$ cat config.mk
export PLATFORM = sky130hd
export DESIGN_NAME = fbpe_queue
export DESIGN_NICKNAME = d
export VERILOG_FILES = /design/src/fbpe_pkg.sv /design/src/fbpe_queue.sv
export SDC_FILE = /design/constraint.sdc
export NUM_CORES = 1
export LEC_CHECK = 0
export ABC_AREA = 1
export BUFFER_PORTS_ARGS = -buffer_cell sky130_fd_sc_hd__buf_2
export CORE_MARGIN = 2
export CORE_UTILIZATION = 40
export DETAILED_ROUTE_END_ITERATION = 10
export PLACE_DENSITY_LB_ADDON = 0.12
export RECOVER_POWER = 50
export SLEW_MARGIN = 30
export SYNTH_ARGS = -nofsm -noshare
export SYNTH_HDL_FRONTEND = slang
export SYNTH_SLANG_ARGS = --single-unit
$ cat constraint.sdc
create_clock -name i_clk -period 2.1 [get_ports i_clk]
set_clock_uncertainty 0.1 [all_clocks]
set_input_delay 0.42 -clock i_clk [delete_from_list [all_inputs] [get_ports i_clk]]
set_output_delay 0.42 -clock i_clk [all_outputs]
set_load 0.03 [all_outputs]
$ cat src/fbpe_pkg.sv
// Shared types, codes and constants of the page framebuffer pixel engine.
package fbpe_pkg;

    // Default store geometry
    localparam int MAX_COLUMNS_DEF = 192;
    localparam int MAX_PAGES_DEF   = 8;

    // Byte index width: 255 * 15 + 255 fits in 12 bits
    localparam int IDX_W = 12;

    // Configuration port
    localparam int CFG_IDX_W  = 3;
    localparam int CFG_DATA_W = 8;

    localparam logic [CFG_IDX_W-1:0] CFG_ROTATION   = 3'd0;
    localparam logic [CFG_IDX_W-1:0] CFG_DISP_WIDTH = 3'd1;
    localparam logic [CFG_IDX_W-1:0] CFG_DISP_HEIGHT = 3'd2;
    localparam logic [CFG_IDX_W-1:0] CFG_BUF_WIDTH  = 3'd3;
    localparam logic [CFG_IDX_W-1:0] CFG_BUF_HEIGHT = 3'd4;

    // Reset values of the configuration registers
    localparam logic [1:0] ROTATION_RST    = 2'd0;
    localparam logic [7:0] DISP_WIDTH_RST  = 8'd192;
    localparam logic [6:0] DISP_HEIGHT_RST = 7'd64;
    localparam logic [7:0] BUF_WIDTH_RST   = 8'd192;
    localparam logic [6:0] BUF_HEIGHT_RST  = 7'd64;

    // Quarter turns
    localparam logic [1:0] ROT_0   = 2'd0;
    localparam logic [1:0] ROT_90  = 2'd1;
    localparam logic [1:0] ROT_180 = 2'd2;
    localparam logic [1:0] ROT_270 = 2'd3;

    // Input command codes (code 3 is unused)
    typedef enum logic [1:0] {
        CMD_DRAW  = 2'd0,
        CMD_READ  = 2'd1,
        CMD_CLEAR = 2'd2
    } t_cmd;

    // Pixel operations
    typedef enum logic [1:0] {
        OP_CLEAR  = 2'd0,
        OP_SET    = 2'd1,
        OP_TOGGLE = 2'd2,
        OP_KEEP   = 2'd3
    } t_op;

    // Result status codes
    typedef enum logic [1:0] {
        ST_DRAWN   = 2'd0,
        ST_CLIPPED = 2'd1,
        ST_READ    = 2'd2,
        ST_CLEARED = 2'd3
    } t_status;

    // Work the back end carries out for one job
    typedef enum logic [1:0] {
        ACT_NONE  = 2'd0,
        ACT_RMW   = 2'd1,
        ACT_READ  = 2'd2,
        ACT_CLEAR = 2'd3
    } t_act;

    // Configuration register set
    typedef struct packed {
        logic [1:0] rotation;
        logic [7:0] disp_w;
        logic [6:0] disp_h;
        logic [7:0] buf_w;
        logic [6:0] buf_h;
    } t_cfg;

    // One classified job between front and back
    typedef struct packed {
        t_act             act;
        t_status          status;
        logic [IDX_W-1:0] addr;
        logic [2:0]       bit_sel;
        t_op              op;
    } t_job;

    localparam int QUEUE_DEPTH = 2;

endpackage

$ cat src/fbpe_queue.sv
// Short job queue between front and back ends.
module fbpe_queue
    import fbpe_pkg::*;
(
    input  logic i_clk,
    input  logic i_rst_n,
    input  logic i_valid,
    output logic o_ready,
    input  t_job i_job,
    output logic o_valid,
    input  logic i_ready,
    output t_job o_job
);

    localparam int PTR_W = $clog2(QUEUE_DEPTH);
    localparam int CNT_W = $clog2(QUEUE_DEPTH + 1);

    t_job             r_mem [QUEUE_DEPTH];
    logic [PTR_W-1:0] r_wr_ptr;
    logic [PTR_W-1:0] r_rd_ptr;
    logic [CNT_W-1:0] r_count;
    logic             push;
    logic             pop;

    assign o_ready = r_count != CNT_W'(QUEUE_DEPTH);
    assign o_valid = r_count != '0;
    assign push    = i_valid && o_ready;
    assign pop     = o_valid && i_ready;
    assign o_job   = r_mem[r_rd_ptr];

    // Pointers and fill count
    always_ff @(posedge i_clk) begin
        if (!i_rst_n) begin
            r_wr_ptr <= '0;
            r_rd_ptr <= '0;
            r_count  <= '0;
        end else begin
            if (push) begin
                r_wr_ptr <= (r_wr_ptr == PTR_W'(QUEUE_DEPTH - 1)) ? '0 : r_wr_ptr + 1'b1;
            end
            if (pop) begin
                r_rd_ptr <= (r_rd_ptr == PTR_W'(QUEUE_DEPTH - 1)) ? '0 : r_rd_ptr + 1'b1;
            end
            if (push && !pop) begin
                r_count <= r_count + 1'b1;
            end else if (pop && !push) begin
                r_count <= r_count - 1'b1;
            end
        end
    end

    // Entry storage
    always_ff @(posedge i_clk) begin
        if (push) begin
            r_mem[r_wr_ptr] <= i_job;
        end
    end

endmodule

# Word level (Yosys, flattened, before mapping)
# Memory sizes are Yosys's and may differ from the RTL's. A register that Yosys moved wholly into a read port is not among the register bits.
# Index checks and enable logic that the tools add are counted.
# Widths: inputs -> output; s select.
totals:
  output_inout_bits: 23
  regBits: 4
  wordCells: 25
  inputBits: 25
  n_memories: 1
  ramBits: 42
mem_list:
  columns: ["memory", "depth", "word_bits", "read_ports", "rd_clocked_by_memory_dff", "write_ports", "line_no", "source"]
  rows:
  - ["r_mem", 2, 21, 1, 1, 1, "fbpe_queue.sv:18", "t_job r_mem [QUEUE_DEPTH];"]
classes:
  n_eq_ne: 1
  muxes: 8
  addsub: 4
  n_reduce_logical: 8
op_table:
  columns: ["operator", "n"]
  rows:
  - ["$mux 1", 6]
  - ["$logic_and 1x1->1", 4]
  - ["$mux 2", 2]
  - ["$reduce_bool 2->1", 2]
  - ["$add 1x1->1 const B", 2]
  - ["$add 2x1->2 const B", 1]
  - ["$logic_not 1->1", 2]
  - ["$ne 2x2->1 const B", 1]
  - ["$sub 2x1->2 const B", 1]

# Longest topological paths before layout
# Gate-level depths: netlist of the first run.
logic_depth:
  depth_word: 6
  depth_mapped: 11
  mapped_depth_nobuf: 11

# Worst setup path after synthesis of the first run
# No wires, ideal clock.
synth_path:
  kind: "register -> register"
  from: "register r_count[0]"
  to: "memory r_mem[1][0] (netlist bit), enable pin"
  period_less_slack_ns: 2.076
  t_required_ns: 1.601
  setup_time_ns: 0.399
  t_arrival_ns: 1.577
  path_stages_with_launch: 5
  path_slack_ns: 0.024
  cell_sequence: "dfxtp_1 > inv_2 > nand2_2 > nand2_2 > nor2_1"
synth_between:
  elab_chain_len: 4
synth_rtl:
  columns: ["element", "line_no", "source"]
  rows:
  - ["start, declared", "fbpe_queue.sv:21", "logic [CNT_W-1:0] r_count;"]
  - ["start signal, assigned", "fbpe_queue.sv:45", "r_count <= r_count + 1'b1;"]
  - ["start signal, assigned", "fbpe_queue.sv:47", "r_count <= r_count - 1'b1;"]
  - ["$ne 2x2->1", "fbpe_queue.sv:25", "assign o_ready = r_count != CNT_W'(QUEUE_DEPTH);"]
  - ["named net o_ready", "fbpe_queue.sv:8", "output logic o_ready,"]
  - ["$logic_and 1x1->1", "fbpe_queue.sv:27", "assign push = i_valid && o_ready;"]
  - ["$mux 1", "fbpe_queue.sv:54", "if (push) begin"]
  - ["$mux 1 (implied by the code)", "fbpe_queue.sv:55", "r_mem[r_wr_ptr] <= i_job;"]
  - ["end, declared", "fbpe_queue.sv:18", null]
# The timed path passes the listed nets, and every way through them passes these cells.

==> flow_summary.yaml, run 1 <==
outcome:
  status: "finished, final reports clean"
floorplan:
  start_util: 0.420
  fp.coreArea_um2: 4380
  dieArea_um2: 5160
  row_count: 24
  io_pins: 48
  dieWidth_um: 71.9
  fp.dieH_um: 71.9
setup_path:
  critPathKind: "reg -> out"
  cp.arrival_ns: 1.42
  crit_path_max_fanout: 15
  start_kind: "flip-flop"
  r2r_slack_ns: 0.32
  r2r_cells: 5
  end_kind: "output pin"
  rr_startpoint: "r_count[0]"
  r2r_end: "r_mem[0][2]"
  crit_required_ns: 1.58
min_path:
  min_from: "i_job[3]"
  hold_end: "r_mem[1][3]"
  hold_path.class: "in -> reg"
  whs_path_depth: 1
detailed_routing:
  num_vias: 999
  wl_per_cell_um: 13.9
  drtAntennaViolNets: 0
  avgViaCountPerCell: 4.69
  drt_iter0_drc: 44
  firstDrtPassIters: 4
  wl_um: 2960
  drc: 0
clock_network:
  clockBufferDepth: 2
  cts_htree_levels: 2
  hold_buffers: 0
  post_cts_buffers: 0
  cts_buffers: 5
  root_buffer: "clkbuf_8"
  cts_resized: 0
  cts_tree: "yes"
  path_clk_slew_ns: 0.08
  insertion_delay_ns: 0.29
  cts_sinks: 47
synthesis:
  ys_warn_count: 0
  yosysUniqueCellTypes: 17
  seq_area_frac_synth: 0.739
  synth.cell_area_um2: 1840
  avgSynthCellArea_um2: 18.1
  ys_seq_elements: 47
  synth_top_area_share: 0.685
  synth_top_cell_by_area: "edfxtp_1"
  synthTopCellsByArea: "edfxtp_1 (68%), mux2_4 (16%), dfxtp_1 (5.4%), nor2_1 (1.6%), nand2_1 (1.4%)"
  synth_nets: 128
  synth_cells: 102
timing:
  post-route-period-util: 0.926
  setup_tns_ns: 0
  hold_viol_final: 0
  final-setup-viol-count: 0
  slew_headroom: 0.582
  fin_crit_ns: 1.94
  worst_pin_slew_ns: 0.626
  fmax_mhz: 514
  final_max_slew_viol_count: 0
  rsz0062_at_grt: "false"
cells_and_area:
  drive_above_1_share: 0.453
  finalInstanceArea_um2: 2230
  syn_to_final_growth_pct: 20.9
  n_antenna_cell: 0
  stdcell_count: 213
  num-fill-cells: 390
  fin_nets: 186
  utilization: 0.508
global_route:
  grt_max_degree: 16
  antenna_found_initial: 0
  grt_pass1_vias: 1057
  groute.usage.overall: 0.124
  grt_pass1_wl_um: 4710
  overflow: 0
power_and_ir_drop:
  power_mw: 2.69
  leakagePower_nw: 0.894
  vdd.ir_drop.worst_v: 0.000771
  power_density_nw_per_um2: 1210
placement:
  numPortBuffers: 47
  hpwl_um: 2120
  placed_cells: 205
  place_area_um2: 2170
  gp_congestion: 0.642
job:
  cap_viol_max_count: 0
## through the flow
| step | worst slack (ns) | hold slack (ns) |
|---|---|---|
| after floorplan | 0.0239 | 0.367 |
| after global placement | 0.479 | 0.382 |
| after detailed placement | 0.463 | 0.409 |
| after CTS | 0.130 | 0.202 |
| after global routing | 0.0842 | 0.196 |
| final | 0.155 | 0.214 |
## cell usage in the layout (no fill, tap or decap), types with 2 or more instances in the layout
master / instances
edfxtp_1: 42
buf_2: 41
mux2_4: 20
clkbuf_1: 12
nand2_1: 8
inv_1: 7
nor2_1: 7
dfxtp_1: 5
clkbuf_8: 5
buf_4: 3
o21ai_0: 2
## critical path, stage by stage (launching register included)
cell and delay [ns]:
dfxtp_1 0.33, buf_4 0.29, mux2_4 0.33, buf_2 0.18
## layout make-up
| cell class | instances | area [µm²] | area share |
|---|---|---|---|
| inverters | 8 | 31.3 | 0.0141 |
| clock buffers | 8 | 80.1 | 0.0360 |
| multi-input cells | 45 | 427 | 0.192 |
| repair buffers | 53 | 262 | 0.117 |
| well taps | 52 | 65.1 | 0.0292 |
| flip-flops and latches | 47 | 1360 | 0.612 |
## power breakdown
group | switching [mW] | total [mW] | internal, mW
sequential | 0.0483 | 1.23 | 1.19
clock | 0.273 | 0.509 | 0.237
combinational | 0.588 | 0.951 | 0.364
total | 0.908 | 2.69 | 1.79
## how the worst max path moves through the flow
stage / endpoint / start / depth (start not counted) / slack [ns]
2_1_floorplan: r_mem[1][0] / r_count[0] / 4 / 0.02
3_3_place_gp: o_job[16] / flip-flop / 3 / 0.48
3_5_place_dp: o_job[19] / flip-flop / 3 / 0.46
4_1_cts: o_job[19] / flip-flop / 3 / 0.13
5_1_grt: o_job[19] / flip-flop / 3 / 0.08
6_report: o_job[19] / flip-flop / 3 / 0.16
## sequential cells by signal, indices dropped and copies added, names as in the netlist, named ones only
signal,count
r_rd_ptr,1
r_mem,42
r_wr_ptr,1
r_count,2
## cells by family (layout without fill, tap and decap cells)
group / Yosys count / after routing / synth area share
flops: 47 / 47 / 0.739
mux: 21 / 21 / 0.169
simple gates: 19 / 19 / 0.0435
buf+inv: 10 / 69 / 0.0292
compound gates: 4 / 4 / 0.0122
fa+ha+maj: 1 / 1 / 0.00679
## routing by layer
layer,global-route usage,routed length [µm]
met1,0.134,1240
met2,0.216,1500
met3,0.0394,168
met4,0.0692,59
met5,0,0
## synth_stat cells
| cell | count |
|---|---|
| inv_1 | 6 |
| buf_6 | 2 |
| clkinv_2 | 1 |
| mux2_4 | 20 |
| inv_2 | 1 |
| nand2_2 | 2 |
| edfxtp_1 | 42 |
| o21a_1 | 1 |
| o21ai_0 | 2 |
| nand3_1 | 1 |
| mux2_2 | 1 |
| nand2_1 | 7 |
| dfxtp_1 | 5 |
| ha_1 | 1 |
| a21oi_1 | 1 |
| nor2_1 | 8 |
| nand4_1 | 1 |
Power figures use the tool's default switching activity.
==> run 2: changes to the inputs <==
RECOVER_POWER = default   (was 50)
clock period = 2.2 ns   (was 2.1 ns; I/O delays follow)
==> run 2 against run 1 <==
Effect of this change:
- total power decreased by 3.8%
- critical path depth unchanged
- first-iteration DRC count increased by 9.1%
- register-to-register slack improved by 0.35 ns
- sequential share of layout area decreased by 0.65 points
- critical path type unchanged
- largest cell class unchanged
- highest routed layer unchanged
==> flow_summary.yaml, run 2 (synthesized netlist as in run 1, its figures left out) <==
global_route:
  grt_pass1_vias: 1057
  grt_pass1_wl_um: 4710
  grt_max_degree: 16
  antenna_found_initial: 0
  overflow: 0
  groute.usage.overall: 0.124
  grt_use_met1: 0.134
  use_met3: 0.0394
  grt-busiest-layer: "met2"
  use_met2: 0.216
floorplan:
  dieWidth_um: 71.9
  fp.coreArea_um2: 4380
  fp.dieH_um: 71.9
  dieArea_um2: 5160
  start_util: 0.420
  io_pins: 48
  row_count: 24
timing:
  worst_pin_slew_ns: 0.284
  final-setup-viol-count: 0
  fmax_mhz: 509
  fin_crit_ns: 1.97
  post-route-period-util: 0.894
  setup_tns_ns: 0
  final_max_slew_viol_count: 0
  slew_headroom: 0.811
  hold_viol_final: 0
  rsz0062_at_grt: "false"
  fin_hold_ws_ns: 0.233
placement:
  gp_congestion: 0.642
  placed_cells: 205
  hpwl_um: 2120
  numPortBuffers: 47
cells_and_area:
  multi_input_area_um2: 432
  layout_commonest_cell: "buf_2"
  num-fill-cells: 387
  n_antenna_cell: 0
  syn_to_final_growth_pct: 22.1
  drive_above_1_share: 0.528
  largest_register_ff_count: 42
  fin_nets: 186
  area.sequential_um2: 1360
  stdcell_count: 213
  largest_register: "r_mem"
  utilization: 0.513
  reg.largest.list: "r_mem (42), r_count (2)"
  layout_common_cells: "buf_2 (47), edfxtp_1 (42), mux2_4 (20)"
detailed_routing:
  avgViaCountPerCell: 4.69
  drt_iter0_drc: 48
  firstDrtPassIters: 4
  wl_um: 2960
  drc: 0
  drtAntennaViolNets: 0
  wl_per_cell_um: 13.9
  num_vias: 999
clock_network:
  cts_resized: 0
  cts_htree_levels: 2
  hold_buffers: 0
  root_buffer: "clkbuf_8"
  clockBufferDepth: 2
  insertion_delay_ns: 0.29
  cts_sinks: 47
  path_clk_slew_ns: 0.08
  cts_tree: "yes"
  cts_buffers: 5
  post_cts_buffers: 0
outcome:
  status: "finished, final reports clean"
setup_path:
  crit_required_ns: 1.66
  end_kind: "output pin"
  crit_path_max_fanout: 15
  cp.arrival_ns: 1.43
  critPathKind: "reg -> out"
  start_kind: "flip-flop"
min_path:
  hold_path.class: "in -> reg"
power_and_ir_drop:
  combPwrFrac: 0.358
  vdd.ir_drop.worst_v: 0.000745
  leakagePower_nw: 0.922
  switching_share: 0.337
  power_switching_mw: 0.874
  power_mw: 2.59
  power_density_nw_per_um2: 1150
  p_clk_frac: 0.188
  p_int_mw: 1.72
  pwr-share-seq: 0.455
job:
  cap_viol_max_count: 0
[run 2: changes by cell type in the layout (fill, tap and decap cells not counted), sizes merged]
| cell | change |
|---|---|
| buf | +9 |
| clkbuf | -9 |
[run 2: final timing paths]
kind	cells after the start	slack, ns	to	start
max	3	0.23	o_job[19]	flip-flop
min reg2reg	2	0.42	r_wr_ptr	r_wr_ptr
min	1	0.23	r_mem[1][12]	i_job[12]
max reg2reg	9	0.67	r_count[1]	r_count[0]
[run 2: layout make-up]
type / instances / share of cell area
Clock buffer: 8 / 0.0356
Inverter: 8 / 0.0139
Multi-Input combinational cell: 45 / 0.192
Sequential cell: 47 / 0.605
Tap cell: 52 / 0.0289
Timing Repair Buffer: 53 / 0.125
[run 2: routing by layer]
layer	part of all wire	wire length, µm	up-vias
li1	-	-	486
met1	0.42	1230	473
met2	0.50	1490	35
met3	0.061	181	5
met4	0.020	59	0
met5	0	0	-
[run 2: power groups by stage]
stage	registers [mW]	logic (mW)	clock network, mW
2_1_floorplan	1.19	0.708	0
3_3_place_gp	1.19	0.917	0
3_5_place_dp	1.20	0.938	0
4_1_cts	1.18	0.940	0.505
5_1_grt	1.19	1.00	0.538
6_report	1.18	0.927	0.487
[run 2: through the flow]
stage / instance area [µm²] / worst slack, ns
finish: 2250 / 0.234
global route: 2250 / 0.164
CTS: 2250 / 0.210
detailed placement: 2170 / 0.543
global placement: 2170 / 0.559
floorplan: 1840 / 0.124
[run 2: worst max-delay path, cell delays in order, from the launching register on]
cell,delay [ns]
dfxtp_1,0.33
buf_4,0.29
mux2_4,0.33
buf_2,0.18
