--- config.mk ---
export PLATFORM = sky130hd
export DESIGN_NAME = fbpe_front
export DESIGN_NICKNAME = d
export VERILOG_FILES = /design/src/fbpe_pkg.sv /design/src/fbpe_front.sv
export SDC_FILE = /design/constraint.sdc
export NUM_CORES = 1
export LEC_CHECK = 0
export BUFFER_PORTS_ARGS = -buffer_cell sky130_fd_sc_hd__buf_4
export CAP_MARGIN = 20
export CORE_UTILIZATION = 52
export DETAILED_ROUTE_END_ITERATION = 8
export GPL_ROUTABILITY_DRIVEN = 0
export PLACE_DENSITY = 0.79
export SLEW_MARGIN = 5
export SYNTH_ARGS = -nofsm -noshare
export SYNTH_HDL_FRONTEND = slang
export SYNTH_SLANG_ARGS = --single-unit
--- constraint.sdc ---
create_clock -name i_clk -period 4.9 [get_ports i_clk]
set_input_delay 0.49 -clock i_clk [delete_from_list [all_inputs] [get_ports i_clk]]
set_output_delay 0.49 -clock i_clk [all_outputs]
set_load 0.05 [all_outputs]
--- src/fbpe_pkg.sv ---
// Shared types, codes and constants of the page framebuffer pixel engine.
package fbpe_pkg;

    // Default store geometry
    localparam int MAX_COLUMNS_DEF = 192;
    localparam int MAX_PAGES_DEF   = 8;

    // Byte index width: 255 * 15 + 255 fits in 12 bits
    localparam int IDX_W = 12;

    // Configuration port
    localparam int CFG_IDX_W  = 3;
    localparam int CFG_DATA_W = 8;

    localparam logic [CFG_IDX_W-1:0] CFG_ROTATION   = 3'd0;
    localparam logic [CFG_IDX_W-1:0] CFG_DISP_WIDTH = 3'd1;
    localparam logic [CFG_IDX_W-1:0] CFG_DISP_HEIGHT = 3'd2;
    localparam logic [CFG_IDX_W-1:0] CFG_BUF_WIDTH  = 3'd3;
    localparam logic [CFG_IDX_W-1:0] CFG_BUF_HEIGHT = 3'd4;

    // Reset values of the configuration registers
    localparam logic [1:0] ROTATION_RST    = 2'd0;
    localparam logic [7:0] DISP_WIDTH_RST  = 8'd192;
    localparam logic [6:0] DISP_HEIGHT_RST = 7'd64;
    localparam logic [7:0] BUF_WIDTH_RST   = 8'd192;
    localparam logic [6:0] BUF_HEIGHT_RST  = 7'd64;

    // Quarter turns
    localparam logic [1:0] ROT_0   = 2'd0;
    localparam logic [1:0] ROT_90  = 2'd1;
    localparam logic [1:0] ROT_180 = 2'd2;
    localparam logic [1:0] ROT_270 = 2'd3;

    // Input command codes (code 3 is unused)
    typedef enum logic [1:0] {
        CMD_DRAW  = 2'd0,
        CMD_READ  = 2'd1,
        CMD_CLEAR = 2'd2
    } t_cmd;

    // Pixel operations
    typedef enum logic [1:0] {
        OP_CLEAR  = 2'd0,
        OP_SET    = 2'd1,
        OP_TOGGLE = 2'd2,
        OP_KEEP   = 2'd3
    } t_op;

    // Result status codes
    typedef enum logic [1:0] {
        ST_DRAWN   = 2'd0,
        ST_CLIPPED = 2'd1,
        ST_READ    = 2'd2,
        ST_CLEARED = 2'd3
    } t_status;

    // Work the back end carries out for one job
    typedef enum logic [1:0] {
        ACT_NONE  = 2'd0,
        ACT_RMW   = 2'd1,
        ACT_READ  = 2'd2,
        ACT_CLEAR = 2'd3
    } t_act;

    // Configuration register set
    typedef struct packed {
        logic [1:0] rotation;
        logic [7:0] disp_w;
        logic [6:0] disp_h;
        logic [7:0] buf_w;
        logic [6:0] buf_h;
    } t_cfg;

    // One classified job between front and back
    typedef struct packed {
        t_act             act;
        t_status          status;
        logic [IDX_W-1:0] addr;
        logic [2:0]       bit_sel;
        t_op              op;
    } t_job;

    localparam int QUEUE_DEPTH = 2;

endpackage

--- src/fbpe_front.sv ---
// Front end: accepts commands, clips and turns coordinates, forms byte index.
module fbpe_front
    import fbpe_pkg::*;
#(
    parameter int MAX_COLUMNS = MAX_COLUMNS_DEF,
    parameter int MAX_PAGES   = MAX_PAGES_DEF
) (
    input  logic              i_clk,
    input  logic              i_rst_n,
    input  t_cfg              i_cfg,
    input  logic              i_busy,
    input  logic              i_valid,
    output logic              o_ready,
    input  logic [1:0]        i_command,
    input  logic signed [8:0] i_pixel_x,
    input  logic signed [8:0] i_pixel_y,
    input  logic [1:0]        i_colour_op,
    input  logic [7:0]        i_read_column,
    input  logic [2:0]        i_read_page,
    output logic              o_job_valid,
    output t_job              o_job,
    input  logic              i_job_ready
);

    localparam int STORE_BYTES = MAX_COLUMNS * MAX_PAGES;

    // Stage 1 registers
    logic        r_s1_valid;
    t_act        r_act;
    t_status     r_status;
    logic        r_draw;
    logic        r_ok;
    logic [7:0]  r_col;
    logic [3:0]  r_page;
    logic [2:0]  r_bit;
    t_op         r_op;

    // Stage 1 combinational
    logic              accept;
    logic              load;
    logic [7:0]        lw;
    logic [7:0]        lh;
    logic              log_ok;
    logic              phys_ok;
    logic signed [9:0] sx;
    logic signed [9:0] sy;
    logic signed [9:0] dws;
    logic signed [9:0] dhs;
    logic signed [9:0] px;
    logic signed [9:0] py;
    t_act              n_act;
    t_status           n_status;
    logic              n_draw;
    logic              n_ok;
    logic [7:0]        n_col;
    logic [3:0]        n_page;
    logic [2:0]        n_bit;

    // Stage 2 combinational
    logic [IDX_W-1:0]  idx;
    logic              in_store;
    logic              fit;
    logic              push;

    assign push    = r_s1_valid && i_job_ready;
    assign load    = !r_s1_valid || push;
    assign o_ready = !i_busy && load;
    assign accept  = i_valid && o_ready;

    // Logical bounds, sizes swapped for quarter and three-quarter turns
    always_comb begin
        lw = i_cfg.rotation[0] ? {1'b0, i_cfg.buf_h} : i_cfg.buf_w;
        lh = i_cfg.rotation[0] ? i_cfg.buf_w : {1'b0, i_cfg.buf_h};
        log_ok = !i_pixel_x[8] && (i_pixel_x[7:0] < lw)
              && !i_pixel_y[8] && (i_pixel_y[7:0] < lh);
    end

    // Turn mapping onto the physical panel
    always_comb begin
        sx  = {i_pixel_x[8], i_pixel_x};
        sy  = {i_pixel_y[8], i_pixel_y};
        dws = signed'({2'b00, i_cfg.disp_w});
        dhs = signed'({3'b000, i_cfg.disp_h});
        unique case (i_cfg.rotation)
            ROT_0: begin
                px = sx;
                py = sy;
            end
            ROT_90: begin
                px = dws - 10'sd1 - sy;
                py = sx;
            end
            ROT_180: begin
                px = dws - 10'sd1 - sx;
                py = dhs - 10'sd1 - sy;
            end
            ROT_270: begin
                px = sy;
                py = dhs - 10'sd1 - sx;
            end
            default: begin
                px = sx;
                py = sy;
            end
        endcase
        phys_ok = !px[9] && (px[8:0] < {1'b0, i_cfg.buf_w})
               && !py[9] && (py[8:0] < {2'b00, i_cfg.buf_h});
    end

    // Classify the command
    always_comb begin
        n_act    = ACT_NONE;
        n_status = ST_CLIPPED;
        n_draw   = 1'b0;
        n_ok     = 1'b0;
        n_col    = px[7:0];
        n_page   = py[6:3];
        n_bit    = py[2:0];
        unique case (t_cmd'(i_command))
            CMD_DRAW: begin
                n_act    = (t_op'(i_colour_op) == OP_KEEP) ? ACT_NONE : ACT_RMW;
                n_status = ST_DRAWN;
                n_draw   = 1'b1;
                n_ok     = log_ok && phys_ok;
            end
            CMD_READ: begin
                n_act    = ACT_READ;
                n_status = ST_READ;
                n_col    = i_read_column;
                n_page   = {1'b0, i_read_page};
                n_ok     = (i_read_column < i_cfg.buf_w)
                        && ({1'b0, i_read_page, 3'b000} < i_cfg.buf_h);
            end
            CMD_CLEAR: begin
                n_act    = ACT_CLEAR;
                n_status = ST_CLEARED;
            end
            default: begin
                n_act    = ACT_NONE;
                n_status = ST_CLIPPED;
            end
        endcase
    end

    // Stage 1 register
    always_ff @(posedge i_clk) begin
        if (!i_rst_n) begin
            r_s1_valid <= 1'b0;
        end else if (load) begin
            r_s1_valid <= accept;
        end
        if (accept) begin
            r_act    <= n_act;
            r_status <= n_status;
            r_draw   <= n_draw;
            r_ok     <= n_ok;
            r_col    <= n_col;
            r_page   <= n_page;
            r_bit    <= n_bit;
            r_op     <= t_op'(i_colour_op);
        end
    end

    // Stage 2: byte index and store bound
    always_comb begin
        idx      = {4'b0000, i_cfg.buf_w} * {8'h00, r_page} + {4'b0000, r_col};
        in_store = {1'b0, idx} < (IDX_W + 1)'(STORE_BYTES);
        fit      = r_ok && in_store;
        o_job.addr    = idx;
        o_job.bit_sel = r_bit;
        o_job.op      = r_op;
        o_job.status  = (r_draw && !fit) ? ST_CLIPPED : r_status;
        o_job.act     = ((r_act == ACT_RMW || r_act == ACT_READ) && !fit) ? ACT_NONE
                                                                          : r_act;
    end

    assign o_job_valid = r_s1_valid;

endmodule

After elaboration in Yosys (flattened, before gate mapping)
Index checks and enable logic that the tools add are counted.

word-level totals
  register bits = 24
  input port bits = 70
  output and inout bits = 23

cells by class
  add/sub/neg operators = 7
  $mul = 1
  magnitude comparators = 7
  equal/unequal tests = 8
  muxes and demuxes = 13
  reductions and logical operators = 25

operators by type and width
  kind                                                                    number
  10-bit one-hot mux with 4 select lines                                  2
  8-bit < comparator                                                      3
  8-bit 2-to-1 mux                                                        3
  8-bit by 9-bit subtractor with 10-bit output                            2
  9-bit by 9-bit subtractor with 10-bit output                            2
  1-bit logical AND                                                       14
  12-bit by 8-bit adder with 12-bit output                                1
  12-bit by 11-bit < comparator with 1-bit output, second input constant  1
  8-bit by 4-bit multiplier with 12-bit output                            1
  2-bit one-hot mux with 3 select lines                                   2
  2-bit equality test, second input constant                              5
  9-bit by 7-bit < comparator with 1-bit output                           1
  9-bit by 8-bit < comparator with 1-bit output                           1
  8-bit by 1-bit subtractor with 9-bit output, second input constant      1
  7-bit by 1-bit subtractor with 8-bit output, second input constant      1
  1-bit zero test                                                         7
  6-bit by 7-bit < comparator with 1-bit output                           1
  2-bit by 1-bit equality test with 1-bit output, second input constant   3
  2-bit zero test                                                         2
  2-bit 2-to-1 mux                                                        2
  3-bit 2-to-1 mux                                                        1
  1-bit logical OR                                                        2
  1-bit 2-to-1 mux                                                        2
  1-bit one-hot mux with 2 select lines                                   1

Depth between registers and ports, before layout
Gate-level depths: netlist of the first run.

  word-level depth = 9
  gate-level depth with buffers = 21

Worst setup path after synthesis of the first run
OpenSTA, ideal clock, no wires.

  kind = register -> output
  start = register r_page[3]
  end = output port o_job[17] (netlist bit)
  data arrival time = 4.722 ns
  data required time = 4.410 ns
  path slack = -0.312 ns
  stages on the path, launching flop included = 15
  buffers on the path = 0
  cell sequence = edfxtp_1 -> and2_1 -> fa_1 -> inv_1 -> fa_1 -> fa_1 -> inv_1 -> ha_1 -> a21oi_1 -> o221a_2 -> o31ai_1 -> xor2_1 -> nor2b_1 -> o21ai_1 -> a21o_1

RTL lines
  element                 RTL line           text
  from (decl)             fbpe_front.sv:34   logic [3:0] r_page;
  from (signal assigned)  fbpe_front.sv:158  r_page <= n_page;
  to (decl)               fbpe_front.sv:21   output t_job o_job,

==> out/results.ini, run 1 <==
[logic_synthesis]
yosysSeqAreaShare_pct = 14.8
ys.flop_type = edfxtp_1
yosys_warnings = 0
synth_edf_count = 22
syn_inst = 517
ys_types = 53
synth.avg_cell_area_um2 = 8.91
synth_top_area_cell = ha_1
synth_top_area_share_pct = 23.1
synthesis.nets = 693
syn_area_um2 = 4610
async_reset_ff_share_pct = 0
synthTopCellsByArea = ha_1, edfxtp_1, fa_1, mux2i_1, inv_1
ys_ff_latch = 23

[floorplan]
dieWidth_um = 96.1
start_util_pct = 55.0
die_area_um2 = 9240
ios = 93
coreArea_um2 = 8380
die_y_um = 96.1
rows = 33

[routing]
drt_iter0_drc = 135
drt.antenna.violating_nets = 0
detail_route.vias_per_cell = 5.96
drc = 0
via_count = 4267
wl_um = 12400
wl_per_cell_um = 17.3
drt_pass1_iterations = 4

[run_status]
status = complete, but fails checks
violations = setup timing

[layout]
nets = 788
regArea_um2 = 681
final_common_cell = buf_4
multi_input_area_um2 = 3820
fillers = 676
area_growth_pct = 23.3
final_cell_mix = buf_4, ha_1, inv_1
antenna_cells_inserted = 0
drive_gt1_share_pct = 25.4

[grt]
grt_max_degree = 24
antenna_found_initial = 0
track_usage_pct = 26.9
grt_overflow = 0
grt_pass1_vias = 4440
grt_pass1_wl_um = 19500

[clock_tree]
h-tree-depth = 1
clk_latency_ns = 0.27
cts.sinks = 23
cts_root_buffer = clkbuf_8
cts_buffer_depth = 2
hold_buffers = 0
cts_tree = done
path_clk_slew_ns = 0.09
cts_made_buffers = 3

[worst_setup_path]
r2r_cells = 3
critPathRequiredTime_ns = 4.41
endpoint = o_job[19]
cp.arrival_ns = 4.46
critPathCaptureType = primary output
timing.rr.start = o_job_valid
start_kind = flip-flop
r2r_slack_ns = 3.10
crit_type = flip-flop to primary output
reg2reg_to = r_draw
critPathLaunch = r_page[3]
path_max_fanout = 5

[placement]
port_buffers = 92
dpl.hpwl_um = 10100

[timing]
setup_viol = 2
skew_ns = 0.00244
drv_slew = 0
fin_crit_sh_pct = 101
hold_viol_final = 0
period_minus_slack_ns = 4.95
hold_slack_ns = 0.404
setup_ws_ns = -0.0476
fmax_mhz = 202
tightest_slew_ns = 1.03
slew_headroom_pct = 31.3
rsz0062_at_grt = true
tns_ns = -0.0906

[power]
ir_drop_mv = 0.236
power_mw = 1.70
p_leak_nw = 2.72
power.density_nw_per_um2 = 299

[flow_run]
cap_viol_max_count = 0

[hold_path]
hold_path_class = primary input to flip-flop
worstHoldStart = i_colour_op[1]

[synth_stat cells (3+ instances only)]
cell	instances
ha_1	85
inv_1	54
nand2_1	36
mux2i_1	30
and2_1	23
o21ai_0	23
edfxtp_1	22
nor2_1	22
fa_1	21
a21oi_1	19
o21a_1	17
xnor2_1	17
mux2_2	15
xor2_1	12
clkbuf_1	10
nor3_1	10
a21o_1	9
nor2b_1	8
a22oi_1	7
nand3b_1	6
a31oi_1	5
nand3_1	5
nand4_1	5
o2111ai_1	5
a211oi_1	4
a311oi_1	4
a221oi_1	3
and3_1	3
nand2b_1	3
o21ai_1	3
o31ai_1	3
[logic make-up (layout without fill, tap and decap cells)]
family | count (synthesis) | count (layout) | synth area share (%)
xor gates and xnor gates | 29 | 29 | 5.51
buffers and inverters | 67 | 161 | 5.49
muxes | 45 | 45 | 10.2
DFF | 23 | 23 | 14.8
and+or+nand+nor | 132 | 132 | 14.9
adders and majority gates | 106 | 106 | 32.2
AOI/OAI and AO/OA | 115 | 115 | 16.9
[layer usage]
layer	wire length (um)	GRT usage [%]	share of wire [%]
met5	0	0	0
met4	368	10.7	3.0
met3	698	1.34	5.6
met2	6420	52.6	52
met1	4870	30.2	39
[where the power goes]
group          leakage (nW)  total, mW  switching [mW]  internal, mW
Combinational          2.48       1.33           0.796         0.533
Clock                0.0255      0.122          0.0650        0.0569
Sequential            0.215      0.244         0.00939         0.235
[final cells by class]
cell class | instances | share of cell area (%)
inverters | 54 | 3.57
clock buffers | 3 | 0.727
flip-flops and latches | 23 | 12.0
clock inverters | 1 | 0.0881
multi-input cells | 427 | 67.3
well taps | 105 | 2.31
repair buffers | 103 | 14.0
[per-stage QoR]
step                      utilization, %  instance area, um^2  cells  setup slack (ns)
after floorplan                        -                 4640    517           -0.0220
after global placement              65.0                 5440    706             0.116
after detailed placement            65.0                 5440    706            0.0171
after CTS                           66.2                 5550    711            0.0137
after global routing                67.8                 5680    716            -0.223
final                               67.8                 5680    716           -0.0476
[state kept, by name, summed over array words and instances (netlist names)]
signal,flops
r_col,8
r_page,4
r_bit,3
r_act,2
r_op,2
o_job_valid,1
r_draw,1
r_ok,1
r_status,1
[worst max-delay path, cell delays in order, from the launching register on]
cell	delay, ns
edfxtp_1	0.51
buf_6	0.17
and2_4	0.15
fa_2	0.56
inv_2	0.04
fa_1	0.47
fa_1	0.51
inv_2	0.05
ha_4	0.26
a21oi_2	0.08
o221a_2	0.33
o31ai_4	0.32
xor2_4	0.11
nor2b_2	0.17
o21a_1	0.16
o21a_1	0.14
buf_6	0.16
[what timing repair did]
action                                  in CTS  in global routing
pin swaps                                    7                 33
gates resized for setup                     11                 25
endpoints found under the setup margin       4                  5
buffers inserted                             1                  5
[worst min path at each step]
stage / endpoint / slack [ns] / cells after the start
2_1_floorplan: r_op[0] / 0.59 / 0
3_3_place_gp: o_job_valid / 0.62 / 2
3_5_place_dp: o_job_valid / 0.66 / 2
4_1_cts: r_op[1] / 0.41 / 1
5_1_grt: r_op[1] / 0.41 / 1
6_report: r_op[1] / 0.40 / 1
Note: power is estimated with default switching activity, not from simulation.
==> run 2, diff against run 1 <==
--- a/config.mk
+++ b/config.mk
@@ -7,6 +7,7 @@
 export LEC_CHECK = 0
 export BUFFER_PORTS_ARGS = -buffer_cell sky130_fd_sc_hd__buf_4
 export CAP_MARGIN = 20
+export CORE_MARGIN = 2
 export CORE_UTILIZATION = 52
 export DETAILED_ROUTE_END_ITERATION = 8
 export GPL_ROUTABILITY_DRIVEN = 0
@@ -15,3 +16,4 @@
 export SYNTH_ARGS = -nofsm -noshare
 export SYNTH_HDL_FRONTEND = slang
 export SYNTH_SLANG_ARGS = --single-unit
+export TNS_END_PERCENT = 5
==> run 2 against run 1 <==
  * The run now ends clean
  * First-iteration DRC count up 53%
  * Cell count up 0.28%
  * Clock skew up 0.0047 ns
  * Total power down 0.96%
  * Die area up 4.2%
  * Global-route usage down 2.0 points
  * Clock power down 3%
  * Utilization down 2.5 points
  * Fmax up 1.1%
  * Count of clock-buffer cells in the layout unchanged
  * Flip-flop and latch count unchanged
  * Hold slack better by 0.0098 ns
  * Largest cell class unchanged
  * Highest routed layer unchanged
==> out/results.ini, run 2 (synthesis gave the netlist of run 1 again) <==
[run_status]
status = finished, final reports clean

[clock_tree]
cts.sinks = 23  ; unchanged
clk_latency_ns = 0.26  ; about the same
cts_buffer_depth = 2  ; unchanged
h-tree-depth = 1  ; unchanged
path_clk_slew_ns = 0.09  ; about the same
cts_root_buffer = clkbuf_8
cts_made_buffers = 3  ; unchanged
cts_tree = done

[layout]
final_cell_mix = buf_4, ha_1, inv_1
regMostFlops = r_col
nets = 787  ; -0.13%
top_regs = r_col (8), r_page (4), r_bit (3)
final_common_cell = buf_4
regArea_um2 = 681  ; unchanged
antenna_cells_inserted = 0  ; unchanged
finish.utilization_pct = 65.3  ; -2.5 points
multi_input_area_um2 = 3790  ; -0.82%
area_growth_pct = 22.4
fillers = 719  ; +6.4%
largest_register_ffs = 8  ; unchanged
drive_gt1_share_pct = 24.6  ; -0.78 points

[timing]
setup_viol = 0  ; -2
hold_viol_final = 0  ; unchanged
fin_crit_sh_pct = 99.9  ; -1.1 points
rsz0062_at_grt = true
drv_slew = 0  ; unchanged
hold_slack_ns = 0.414  ; +0.00985 ns
skew_ns = 0.00714  ; +0.00470 ns
setup_ws_ns = 0.00496  ; +0.0526 ns
slew_headroom_pct = 29.0  ; -2.3 points
fmax_mhz = 204  ; +1.1%
tightest_slew_ns = 1.06  ; +0.0346 ns
tns_ns = 0  ; +0.0906 ns
period_minus_slack_ns = 4.90  ; -0.0526 ns

[floorplan]
ios = 93  ; unchanged
coreArea_um2 = 8640  ; +3.0%
start_util_pct = 53.3  ; -1.6 points
rows = 34  ; +3.0%
die_y_um = 98.1  ; +2.1%
dieWidth_um = 98.1  ; +2.1%
die_area_um2 = 9630  ; +4.2%

[grt]
track_usage_pct = 24.9  ; -2.0 points
grt_overflow = 0  ; unchanged
antenna_found_initial = 0  ; unchanged
grt_pass1_vias = 4157  ; -6.4%
grt_pass1_wl_um = 19800  ; +1.6%
grt_max_degree = 24  ; unchanged

[placement]
post-place-ws_ns = 0.00368  ; -0.0134 ns
port_buffers = 92  ; unchanged
dpl.hpwl_um = 9820  ; -2.6%

[worst_setup_path]
critPathRequiredTime_ns = 4.41  ; about the same
cpPeakStageDelay_ns = 0.52  ; -0.04 ns
critical-path-slowest-cell = fa_1
cp.arrival_ns = 4.41  ; -0.05 ns
path_cells = nand2_2 > fa_1 > inv_2 > fa_1 > fa_1 > ha_2 > or3_4 > a311oi_2 > a21oi_2 > and4b_1 > a311oi_4 > o21a_1 > o21a_1 > buf_6
crit_family = adder cells
start_kind = flip-flop
path_max_fanout = 8  ; +3
critPathCaptureType = primary output
crit_type = flip-flop to primary output
worst-path-buf-inv = 2  ; -2
path_common_cell = fa_1

[routing]
detail_route.vias_per_cell = 5.85  ; -1.8%
drt_iter0_drc = 206  ; +53%
via_count = 4202  ; -1.5%
wl_per_cell_um = 16.7  ; -3.2%
wl_um = 12000  ; -2.9%
drt_pass1_iterations = 4  ; unchanged
drc = 0  ; unchanged
drt.antenna.violating_nets = 0  ; unchanged

[power]
ir_drop_mv = 0.248  ; +5.1%
power.density_nw_per_um2 = 298  ; -0.21%
p_leak_nw = 2.72  ; about the same
power_mw = 1.68  ; -0.96%

[flow_run]
cap_viol_max_count = 0  ; unchanged

[hold_path]
hold_path_class = primary input to flip-flop

-- run 2: what timing repair did --
action / in CTS / in global routing
endpoints found under the hold margin: 0 / 0
pin swaps: 7 / 28
hold buffers: 0 / 0
setup endpoints to repair: 4 / 5
setup buffers: 1 / 4
gates resized for setup: 9 / 21
-- run 2: layout make-up --
type / instances / share of cell area [%]
clock buffer: 3 / 0.732
clock inverter: 1 / 0.0888
inverter: 54 / 3.60
multi-input combinational: 427 / 67.3
sequential: 23 / 12.1
tap: 108 / 2.40
timing repair buffer: 102 / 13.8
-- run 2: path summary, 6_finish.rpt --
| path | start | to | slack [ns] | depth (start not counted) |
|---|---|---|---|---|
| hold / removal | i_colour_op[1] | r_op[1] | 0.41 | 1 |
| setup reg to reg | o_job_valid | r_page[0] | 3.10 | 3 |
| setup / recovery | r_page[2] | o_job[20] | 0.005 | 14 |
| hold reg to reg | o_job_valid | o_job_valid | 0.66 | 2 |
-- run 2: per-layer routing --
layer | up-vias | global-route usage, % | part of all wire [%]
li1 | 2050 | - | -
met3 | 22 | 1.22 | 5.3
met2 | 146 | 44.6 | 50
met1 | 1984 | 32.4 | 42
met4 | 0 | 7.91 | 2.4
met5 | - | 0 | 0
-- run 2: per-stage QoR --
stage	cells	instance area, um^2
after detailed placement	709	5430
after global routing	718	5640
final	718	5640
after CTS	714	5520
after floorplan	517	4620
after global placement	709	5430
-- run 2: power by group --
group / total (mW) / internal, mW / switching [mW]
registers: 0.244 / 0.235 / 0.00887
logic: 1.32 / 0.531 / 0.787
clock network: 0.118 / 0.0567 / 0.0611
total: 1.68 / 0.823 / 0.857
